**config.mk**
```make
export PLATFORM = sky130hd
export DESIGN_NAME = l3_serial_bus_master
export DESIGN_NICKNAME = d
export VERILOG_FILES = /design/src/hdl/l3sbm_pkg.sv /design/src/hdl/l3sbm_shifter.sv /design/src/hdl/l3_serial_bus_master.sv
export SDC_FILE = /design/constraint.sdc
export NUM_CORES = 1
export LEC_CHECK = 0
export ABC_CLOCK_PERIOD_IN_PS = 3000
export BUFFER_PORTS_ARGS = -buffer_cell sky130_fd_sc_hd__buf_2
export CORE_MARGIN = 2
export CORE_UTILIZATION = 40
export CTS_BUF_LIST = sky130_fd_sc_hd__clkbuf_8
export CTS_CLUSTER_DIAMETER = 80
export DETAILED_ROUTE_END_ITERATION = 16
export GPL_TIMING_DRIVEN = 0
export SYNTH_ARGS = -nofsm -noshare
export SYNTH_HDL_FRONTEND = slang
export SYNTH_SLANG_ARGS = --single-unit
```
**constraint.sdc**
```tcl
create_clock -name aclk -period 3 [get_ports aclk]
set_input_delay 0.75 -clock aclk [delete_from_list [all_inputs] [get_ports aclk]]
set_output_delay 0.75 -clock aclk [all_outputs]
set_load 0.01 [all_outputs]
```
**src/hdl/l3sbm_pkg.sv**
```systemverilog
package l3sbm_pkg;

    localparam int BYTE_BITS = 8;
    localparam int CNT_W     = $clog2(BYTE_BITS);
    localparam int TIME_W    = 8;
    localparam int IDX_W     = 3;

    // timing register indexes
    localparam logic [IDX_W-1:0] REG_CLOCK_LOW  = 3'd0;
    localparam logic [IDX_W-1:0] REG_CLOCK_HIGH = 3'd1;
    localparam logic [IDX_W-1:0] REG_MODE_SETUP = 3'd2;
    localparam logic [IDX_W-1:0] REG_MODE_HOLD  = 3'd3;
    localparam logic [IDX_W-1:0] REG_HALT       = 3'd4;

    localparam logic [TIME_W-1:0] TIME_RESET = 8'd1;

    // byte position within a transaction (saturates at later)
    localparam logic [1:0] POS_ADDR  = 2'd0;
    localparam logic [1:0] POS_FIRST = 2'd1;
    localparam logic [1:0] POS_LATER = 2'd2;

    typedef enum logic [1:0] {
        CMD_START = 2'd0,
        CMD_WRITE = 2'd1,
        CMD_READ  = 2'd2,
        CMD_END   = 2'd3
    } cmd_t;

    typedef enum logic [3:0] {
        ST_IDLE,
        ST_CLAIM,
        ST_MODE_LOW,
        ST_HALT,
        ST_SETUP,
        ST_BIT_LOW,
        ST_BIT_HIGH,
        ST_HOLD,
        ST_RELEASE
    } state_t;

    typedef struct packed {
        logic load;
        logic shift;
    } shift_ctrl_t;

endpackage

```
**src/hdl/l3sbm_shifter.sv**
```systemverilog
// Byte rotator with bit counter: presents bit 0, rotates right once per bit.
// After a full byte the original value is back in place.
module l3sbm_shifter (
    input  logic                               aclk,
    input  logic                               aresetn,
    input  l3sbm_pkg::shift_ctrl_t             ctrl,
    input  logic [l3sbm_pkg::BYTE_BITS-1:0]    load_data,
    output logic                               cur_bit,
    output logic                               last_bit,
    output logic [l3sbm_pkg::BYTE_BITS-1:0]    value
);

    logic [l3sbm_pkg::BYTE_BITS-1:0] sh_reg, sh_next;
    logic [l3sbm_pkg::CNT_W-1:0]     cnt_reg, cnt_next;

    always_comb begin
        sh_next  = sh_reg;
        cnt_next = cnt_reg;
        if (ctrl.load) begin
            sh_next  = load_data;
            cnt_next = '0;
        end else if (ctrl.shift) begin
            sh_next  = {sh_reg[0], sh_reg[l3sbm_pkg::BYTE_BITS-1:1]};
            cnt_next = cnt_reg + 1'b1;
        end
    end

    always_ff @(posedge aclk) begin
        sh_reg <= sh_next;
        if (!aresetn) begin
            cnt_reg <= '0;
        end else begin
            cnt_reg <= cnt_next;
        end
    end

    assign cur_bit  = sh_reg[0];
    assign last_bit = (cnt_reg == l3sbm_pkg::CNT_W'(l3sbm_pkg::BYTE_BITS - 1));
    assign value    = sh_reg;

endmodule

```
**src/hdl/l3_serial_bus_master.sv**
```systemverilog
// Three-wire L3 bus master. Each accepted request (start+address, write,
// read, end) is expanded into a sequence of pin phases on the m_ channel;
// each phase gives the clock/mode/data levels, the two drive enables and how
// long it is held (hold_ticks: a timing register, or zero), with last
// marking the final phase of the request. A start produces 19 phases, a
// first data byte 18, a later data byte 19 (extra mode-low halt pulse), an
// end 1; a write or read while the lines are released produces nothing.
// The sequencer issues one phase per cycle into a single output register
// when m_ready stays high; s_ready is high only while the sequencer is
// idle. The byte is shifted by one rotating shift register that steps one
// bit per clock-low/clock-high pair. Timing registers are written through
// the cfg_ port (always ready) and reset to 1.
module l3_serial_bus_master (
    input  logic                              aclk,
    input  logic                              aresetn,

    input  logic                              cfg_valid,
    output logic                              cfg_ready,
    input  logic [l3sbm_pkg::IDX_W-1:0]       cfg_index,
    input  logic [l3sbm_pkg::TIME_W-1:0]      cfg_data,

    input  logic                              s_valid,
    output logic                              s_ready,
    input  logic [1:0]                        s_mode,
    input  logic [7:0]                        s_data_byte,
    input  logic [7:0]                        s_line_bits,

    output logic                              m_valid,
    input  logic                              m_ready,
    output logic                              m_clock_pin,
    output logic                              m_mode_pin,
    output logic                              m_data_pin,
    output logic                              m_control_enable,
    output logic                              m_data_enable,
    output logic [7:0]                        m_hold_ticks,
    output logic [7:0]                        m_read_byte,
    output logic                              m_last
);

    // timing registers
    logic [7:0] clk_low_reg, clk_high_reg, setup_reg, hold_reg, halt_reg;

    // sequencer state
    l3sbm_pkg::state_t state_reg, state_next;
    l3sbm_pkg::cmd_t   cmd_reg, cmd_next;
    logic [1:0]        pos_reg, pos_next;
    logic              claimed_reg, claimed_next;
    logic              latch_reg, latch_next;

    // output register
    logic       out_valid_reg, out_valid_next;
    logic       clk_pin_reg, mode_pin_reg, data_pin_reg, ce_reg, de_reg, last_reg;
    logic [7:0] hold_ticks_reg, read_byte_reg;

    // phase being built this cycle
    logic       ph_clk, ph_mode, ph_data, ph_ce, ph_de, ph_last;
    logic [7:0] ph_hold, ph_rbyte;

    logic                   adv;
    logic                   s_acc;
    l3sbm_pkg::cmd_t        s_cmd;
    l3sbm_pkg::shift_ctrl_t sh_ctrl;
    logic                   sh_bit, sh_last;
    logic [7:0]             sh_value;
    logic                   is_read;

    assign cfg_ready = 1'b1;
    assign s_ready   = (state_reg == l3sbm_pkg::ST_IDLE);
    assign s_acc     = s_valid && s_ready;
    assign s_cmd     = l3sbm_pkg::cmd_t'(s_mode);
    assign adv       = !out_valid_reg || m_ready;
    assign is_read   = (cmd_reg == l3sbm_pkg::CMD_READ);

    l3sbm_shifter u_shift (
        .aclk      (aclk),
        .aresetn   (aresetn),
        .ctrl      (sh_ctrl),
        .load_data ((s_cmd == l3sbm_pkg::CMD_READ) ? s_line_bits : s_data_byte),
        .cur_bit   (sh_bit),
        .last_bit  (sh_last),
        .value     (sh_value)
    );

    // timing register writes
    always_ff @(posedge aclk) begin
        if (!aresetn) begin
            clk_low_reg  <= l3sbm_pkg::TIME_RESET;
            clk_high_reg <= l3sbm_pkg::TIME_RESET;
            setup_reg    <= l3sbm_pkg::TIME_RESET;
            hold_reg     <= l3sbm_pkg::TIME_RESET;
            halt_reg     <= l3sbm_pkg::TIME_RESET;
        end else if (cfg_valid) begin
            case (cfg_index)
                l3sbm_pkg::REG_CLOCK_LOW:  clk_low_reg  <= cfg_data;
                l3sbm_pkg::REG_CLOCK_HIGH: clk_high_reg <= cfg_data;
                l3sbm_pkg::REG_MODE_SETUP: setup_reg    <= cfg_data;
                l3sbm_pkg::REG_MODE_HOLD:  hold_reg     <= cfg_data;
                l3sbm_pkg::REG_HALT:       halt_reg     <= cfg_data;
                default: ;
            endcase
        end
    end

    // sequencer: next state and phase contents
    always_comb begin
        state_next     = state_reg;
        cmd_next       = cmd_reg;
        pos_next       = pos_reg;
        claimed_next   = claimed_reg;
        latch_next     = latch_reg;
        out_valid_next = out_valid_reg && !m_ready;
        sh_ctrl        = '0;

        ph_clk   = 1'b1;
        ph_mode  = 1'b1;
        ph_data  = latch_reg;
        ph_ce    = 1'b1;
        ph_de    = !is_read;
        ph_hold  = '0;
        ph_rbyte = '0;
        ph_last  = 1'b0;

        case (state_reg)
            l3sbm_pkg::ST_IDLE: begin
                if (s_acc) begin
                    cmd_next     = s_cmd;
                    sh_ctrl.load = 1'b1;
                    case (s_cmd)
                        l3sbm_pkg::CMD_START: begin
                            claimed_next = 1'b1;
                            latch_next   = 1'b1;
                            pos_next     = l3sbm_pkg::POS_FIRST;
                            state_next   = l3sbm_pkg::ST_CLAIM;
                        end
                        l3sbm_pkg::CMD_END: begin
                            claimed_next = 1'b0;
                            pos_next     = l3sbm_pkg::POS_ADDR;
                            state_next   = l3sbm_pkg::ST_RELEASE;
                        end
                        default: begin
                            // data byte; dropped while the lines are released
                            if (claimed_reg) begin
                                if (pos_reg == l3sbm_pkg::POS_LATER) begin
                                    state_next = l3sbm_pkg::ST_HALT;
                                end else begin
                                    state_next = l3sbm_pkg::ST_SETUP;
                                    pos_next   = pos_reg + 2'd1;
                                end
                            end
                        end
                    endcase
                end
            end
            l3sbm_pkg::ST_CLAIM: begin
                ph_data = 1'b1;
                ph_de   = 1'b1;
                if (adv) state_next = l3sbm_pkg::ST_MODE_LOW;
            end
            l3sbm_pkg::ST_MODE_LOW: begin
                ph_mode = 1'b0;
                ph_de   = 1'b1;
                ph_hold = setup_reg;
                if (adv) state_next = l3sbm_pkg::ST_BIT_LOW;
            end
            l3sbm_pkg::ST_HALT: begin
                ph_mode = 1'b0;
                ph_hold = halt_reg;
                if (adv) state_next = l3sbm_pkg::ST_SETUP;
            end
            l3sbm_pkg::ST_SETUP: begin
                ph_hold = setup_reg;
                if (adv) state_next = l3sbm_pkg::ST_BIT_LOW;
            end
            l3sbm_pkg::ST_BIT_LOW: begin
                ph_clk  = 1'b0;
                ph_mode = (cmd_reg != l3sbm_pkg::CMD_START);
                ph_data = is_read ? latch_reg : sh_bit;
                ph_hold = clk_low_reg;
                if (adv) begin
                    latch_next = ph_data;
                    state_next = l3sbm_pkg::ST_BIT_HIGH;
                end
            end
            l3sbm_pkg::ST_BIT_HIGH: begin
                ph_mode = (cmd_reg != l3sbm_pkg::CMD_START);
                ph_hold = clk_high_reg;
                if (adv) begin
                    sh_ctrl.shift = 1'b1;
                    state_next    = sh_last ? l3sbm_pkg::ST_HOLD : l3sbm_pkg::ST_BIT_LOW;
                end
            end
            l3sbm_pkg::ST_HOLD: begin
                ph_hold  = hold_reg;
                ph_rbyte = is_read ? sh_value : '0;
                ph_last  = 1'b1;
                if (adv) state_next = l3sbm_pkg::ST_IDLE;
            end
            l3sbm_pkg::ST_RELEASE: begin
                ph_ce   = 1'b0;
                ph_de   = 1'b0;
                ph_last = 1'b1;
                if (adv) state_next = l3sbm_pkg::ST_IDLE;
            end
            default: state_next = l3sbm_pkg::ST_IDLE;
        endcase

        if (state_reg != l3sbm_pkg::ST_IDLE && adv) begin
            out_valid_next = 1'b1;
        end
    end

    always_ff @(posedge aclk) begin
        if (!aresetn) begin
            state_reg     <= l3sbm_pkg::ST_IDLE;
            cmd_reg       <= l3sbm_pkg::CMD_START;
            pos_reg       <= l3sbm_pkg::POS_ADDR;
            claimed_reg   <= 1'b0;
            latch_reg     <= 1'b1;
            out_valid_reg <= 1'b0;
        end else begin
            state_reg     <= state_next;
            cmd_reg       <= cmd_next;
            pos_reg       <= pos_next;
            claimed_reg   <= claimed_next;
            latch_reg     <= latch_next;
            out_valid_reg <= out_valid_next;
        end
    end

    // phase payload, loaded when a phase is issued
    always_ff @(posedge aclk) begin
        if (state_reg != l3sbm_pkg::ST_IDLE && adv) begin
            clk_pin_reg    <= ph_clk;
            mode_pin_reg   <= ph_mode;
            data_pin_reg   <= ph_data;
            ce_reg         <= ph_ce;
            de_reg         <= ph_de;
            hold_ticks_reg <= ph_hold;
            read_byte_reg  <= ph_rbyte;
            last_reg       <= ph_last;
        end
    end

    assign m_valid          = out_valid_reg;
    assign m_clock_pin      = clk_pin_reg;
    assign m_mode_pin       = mode_pin_reg;
    assign m_data_pin       = data_pin_reg;
    assign m_control_enable = ce_reg;
    assign m_data_enable    = de_reg;
    assign m_hold_ticks     = hold_ticks_reg;
    assign m_read_byte      = read_byte_reg;
    assign m_last           = last_reg;

endmodule

```
==> flow_summary.yaml, run 1 <==
global_route:
  top_usage_layer: "met2"
  use_met2: 0.285
  grt.overflow.total: 0
  use_met1: 0.252
  grt_start_max_net_pins: 19
  grt_pass1_vias: 2927
  grt_pass1_wl_um: 14400
  antenna_found_initial: 0
  met3_usage: 0.0290
  track_usage: 0.181
timing:
  finClkSkew_ps: 10.2
  worst-slew-pin-transition_ps: 1140
  setup_viol: 0
  hold_viol: 0
  timing.fmax_mhz: 449
  rsz0062_at_grt: "no"
  relSlewSlack: 0.233
  tns_ps: 0
  fin_crit_ps: 2230
  drv_slew: 0
  fin_crit_sh: 0.743
  worst_slack_ps: 772
yosys:
  synth_adder_area_share: 0.0230
  synth_cell_types: 46
  synth_top_family_by_area: "simple AND/OR/NAND/NOR gates"
  synthMuxAreaShare: 0.0315
  synth-xor-area-share: 0.00689
  synth_edf_count: 30
  ys.flop_type: "dfxtp_1"
  syn_avg_cell_area_um2: 9.56
  ys_warn_count: 0
  async_reset_ff_frac: 0
  syn-num-nets: 440
  synthCells: 399
  syn_area_um2: 3810
  yosysSeqAreaShare: 0.520
  synth_compound_area_frac: 0.188
  synthSimpleGateAreaFrac: 0.195
  ys_ff_latch: 84
final_layout:
  seq_area_um2: 1980
  area_growth_pct: 17.3
  instances_no_fill: 602
  layout_common_cells: "96 x nand2_1, 58 x buf_2, 54 x dfxtp_1"
  nets: 509
  layout_commonest_cell: "nand2_1"
  antenna_cells: 0
  drive_gt1_frac: 0.178
  multi_input_area_um2: 1700
  fill_cells: 895
routing:
  drc: 0
  vias: 3161
  wl_per_cell_um: 15.4
  drtAntennaViolNets: 0
  dr.pass1.iters: 6
  drt-vias-per-instance: 5.25
  drt_iter0_drc: 270
  drt-total-wl_um: 9250
setup_path:
  cp-start-kind: "register"
  crit_type: "reg2out"
  cp.arrival_ps: 1480
  critPathCaptureType: "output port"
  critPathMaxFanout: 8
  required_ps: 2250
floorplanning:
  die_h_um: 102
  initial_core_util: 0.413
  num_rows: 35
  design.core.area_um2: 9240
  io_pins: 59
  die-area_um2: 10300
  die_w_um: 102
clock_tree:
  hold_buffers: 0
  clock_sinks: 84
  clkLatencyLatePin_ps: 330
  ctsResizeCount: 0
  clockBufferDepth: 2
  cts_inserted_buffers: 9
  cts.htree.levels: 3
  path_clk_slew_ps: 80
  cts_tree: "done"
  cts_setup_buffers: 0
  root_buffer: "clkbuf_8"
power:
  p_leak_nw: 1.68
  fin_total_pwr_mw: 2.90
  powerDensity_nw_per_um2: 648
  peakVddDrop_mv: 0.221
placed_design:
  place_hpwl_um: 6720
  dp.cells: 586
  place_congestion: 0.878
  port_buffers: 57
  place_ws_ps: 582
flow_run:
  max_cap_violations: 0
worst_hold_path:
  hp-class: "reg2reg"
status:
  status: "completed"
[Yosys cell counts, types with 2 or more instances]
| cell | instances | area share |
|---|---|---|
| nand2b_1 | 4 | 0.0066 |
| mux2i_1 | 12 | 0.031 |
| o21ai_0 | 23 | 0.030 |
| nor2b_1 | 9 | 0.015 |
| edfxtp_1 | 30 | 0.24 |
| and3b_1 | 2 | 0.0046 |
| nor2_1 | 12 | 0.012 |
| clkbuf_1 | 19 | 0.019 |
| nand3b_1 | 2 | 0.0039 |
| and3_1 | 11 | 0.018 |
| dfxtp_1 | 54 | 0.28 |
| a31oi_1 | 2 | 0.0033 |
| xnor2_1 | 2 | 0.0046 |
| and2_1 | 2 | 0.0033 |
| a22oi_1 | 8 | 0.016 |
| ha_1 | 7 | 0.023 |
| a222oi_1 | 8 | 0.021 |
| nor3_1 | 2 | 0.0026 |
| a32o_1 | 3 | 0.0079 |
| buf_4 | 2 | 0.0039 |
| a21boi_0 | 39 | 0.077 |
| buf_1 | 3 | 0.0030 |
| nand2_1 | 96 | 0.094 |
| a21oi_1 | 6 | 0.0079 |
| nand3_1 | 12 | 0.016 |
| inv_1 | 9 | 0.0089 |
[layout make-up]
class | count | area share
buffer | 25 | 0.0229
clock buffer | 10 | 0.0308
clock inverter | 6 | 0.0101
inverter | 9 | 0.00755
multi-input combinational | 281 | 0.380
sequential | 84 | 0.443
tap | 129 | 0.0361
timing repair buffer | 58 | 0.0699
[logic make-up (layout without fill, tap and decap cells)]
group                    Yosys count  in the layout
flip-flops                        84             84
multiplexers                      12             12
XOR/XNOR                           3              3
adder cells (fa/ha/maj)            7              7
AND/OR/NAND/NOR                  159            159
AO/OA/AOI/OAI                     99             99
other                              1              1
buffers and inverters             34            108
[report_power, final]
group / switching (mW) / internal [mW] / total (mW)
clock network: 0.410 / 0.328 / 0.738
logic: 0.448 / 0.259 / 0.707
registers: 0.0675 / 1.39 / 1.45
[per-layer routing]
layer	vias up	part of all wire
met5	-	0
met1	1494	0.47
met3	9	0.054
met4	0	0.011
met2	112	0.46
li1	1546	-
[stage by stage]
stage	hold slack, ps	area, um^2	util
global placement	443	4260	0.461
floorplan	434	3810	-
global route	489	4470	0.484
finish	455	4470	0.484
detailed placement	449	4290	0.464
CTS	461	4470	0.484
[worst paths after layout]
check          startpoint              end  slack, ps  depth (start not counted)
min reg2reg    pos_reg[1]       pos_reg[1]        450                          2
max          state_reg[3]          s_ready        770                          2
max reg2reg  state_reg[2]  m_hold_ticks[1]        830                          5
min            pos_reg[1]       pos_reg[1]        450                          2
[worst max-delay path: stages, from the launching register on]
cell and delay [ps]:
dfxtp_1 380, nor4_4 530, buf_2 230
No activity file was read; power rests on OpenSTA's default activity.
==> run 2, diff against run 1 <==
- ABC_CLOCK_PERIOD_IN_PS: 3000 -> 2000
- clock period: 3 -> 2 ns (I/O delays scaled with it)
==> flow_summary.yaml, run 2 (synthesized netlist as in run 1, its figures left out) <==
floorplanning:
  die-area_um2: 10300
  io_pins: 59
  num_rows: 35
  die_h_um: 102
  die_w_um: 102
  initial_core_util: 0.413
  design.core.area_um2: 9240
setup_path:
  required_ps: 2230
  cp.arrival_ps: 2070
  critPathCaptureType: "register"
  critPathMaxFanout: 9
  rrSetupSlack_ps: 170
  cp-start-kind: "input port"
  crit_type: "in2reg"
clock_tree:
  clkLatencyLatePin_ps: 340
  root_buffer: "clkbuf_8"
  clock_sinks: 84
  clockBufferDepth: 2
  cts_tree: "done"
  cts_inserted_buffers: 9
  hold_buffers: 0
  cts.htree.levels: 3
  path_clk_slew_ps: 90
routing:
  drt-total-wl_um: 9250
  wl_per_cell_um: 15.4
  dr.pass1.iters: 5
  drc: 0
  drt-vias-per-instance: 5.26
  drt_iter0_drc: 238
  drtAntennaViolNets: 0
  vias: 3166
placed_design:
  place_hpwl_um: 6720
  place_ws_ps: -168
  place_congestion: 0.878
  port_buffers: 57
  dp.cells: 586
  placed_area_um2: 4290
final_layout:
  instances_no_fill: 602
  stdcell_area_um2: 4500
  drive_gt1_frac: 0.190
  area_growth_pct: 17.9
  antenna_cells: 0
  layout_commonest_cell: "nand2_1"
  nets: 509
  layout_common_cells: "95 x nand2_1, 58 x buf_2, 54 x dfxtp_1"
power:
  p_leak_nw: 1.71
  peakVddDrop_mv: 0.330
  powerDensity_nw_per_um2: 973
flow_run:
  max_cap_violations: 0
global_route:
  track_usage: 0.181
  grt_pass1_vias: 2934
  grt_start_max_net_pins: 19
  grt_pass1_wl_um: 14500
  antenna_found_initial: 0
  grt.overflow.total: 0
timing:
  fin_crit_ps: 1840
  timing.fmax_mhz: 543
  finClkSkew_ps: 11.6
  worst-slew-pin-transition_ps: 644
  hold_viol: 0
  drv_slew: 0
  worst_hold_slack_ps: 452
  setup_viol: 0
  fin_crit_sh: 0.920
  worst_slack_ps: 160
  rsz0062_at_grt: "no"
  relSlewSlack: 0.568
worst_hold_path:
  hp-class: "in2reg"
status:
  status: "completed"
run 2: path summary, 6_finish.rpt:
path / from / end / cells past startpoint
max reg2reg: state_reg[1] / u_shift.value[6] / 5
min reg2reg: pos_reg[1] / pos_reg[1] / 2
min: cfg_data[1] / halt_reg[1] / 3
max: s_mode[0] / state_reg[2] / 8
run 2: critical path: stages:
cell and delay (ps):
buf_2 120, inv_1 60, ha_1 280, clkbuf_1 200, nor2b_1 180, o21ai_0 280, o211ai_1 160, a32o_1 290
run 2: metrics by stage:
step | total power, mW | setup TNS (ps) | util
4_1_cts | 4.41 | 0 | 0.486
5_1_grt | 4.62 | 0 | 0.487
3_5_place_dp | 3.28 | -1930 | 0.464
6_report | 4.38 | 0 | 0.487
3_3_place_gp | 3.20 | -14100 | 0.461
2_1_floorplan | 2.82 | 0 | -
run 2: what timing repair did:
action	in CTS	in global routing
endpoints found under the setup margin	16	15
gates cloned	0	0
resized for setup	2	6
setup buffers	1	0
pin swaps	1	0
run 2: cell type report:
cell class                 instances  area, um^2
fill                             898        4740
sequential                        84        1980
multi-input combinational        281        1720
timing repair buffer              59         320
tap                              129         161
clock buffer                      10         138
buffer                            24         101
clock inverter                     6        45.0
inverter                           9        33.8
run 2: routing by layer:
metal | routed length (um) | vias to the layer above | GRT usage
li1 | - | 1547 | -
met2 | 4330 | 110 | 0.285
met3 | 577 | 9 | 0.0290
met4 | 95 | 0 | 0.0655
met5 | 0 | - | 0
met1 | 4250 | 1500 | 0.253
run 2: power by group:
part / switching, mW / internal, mW
logic: 0.680 / 0.406
registers: 0.104 / 2.08
clock network: 0.619 / 0.492
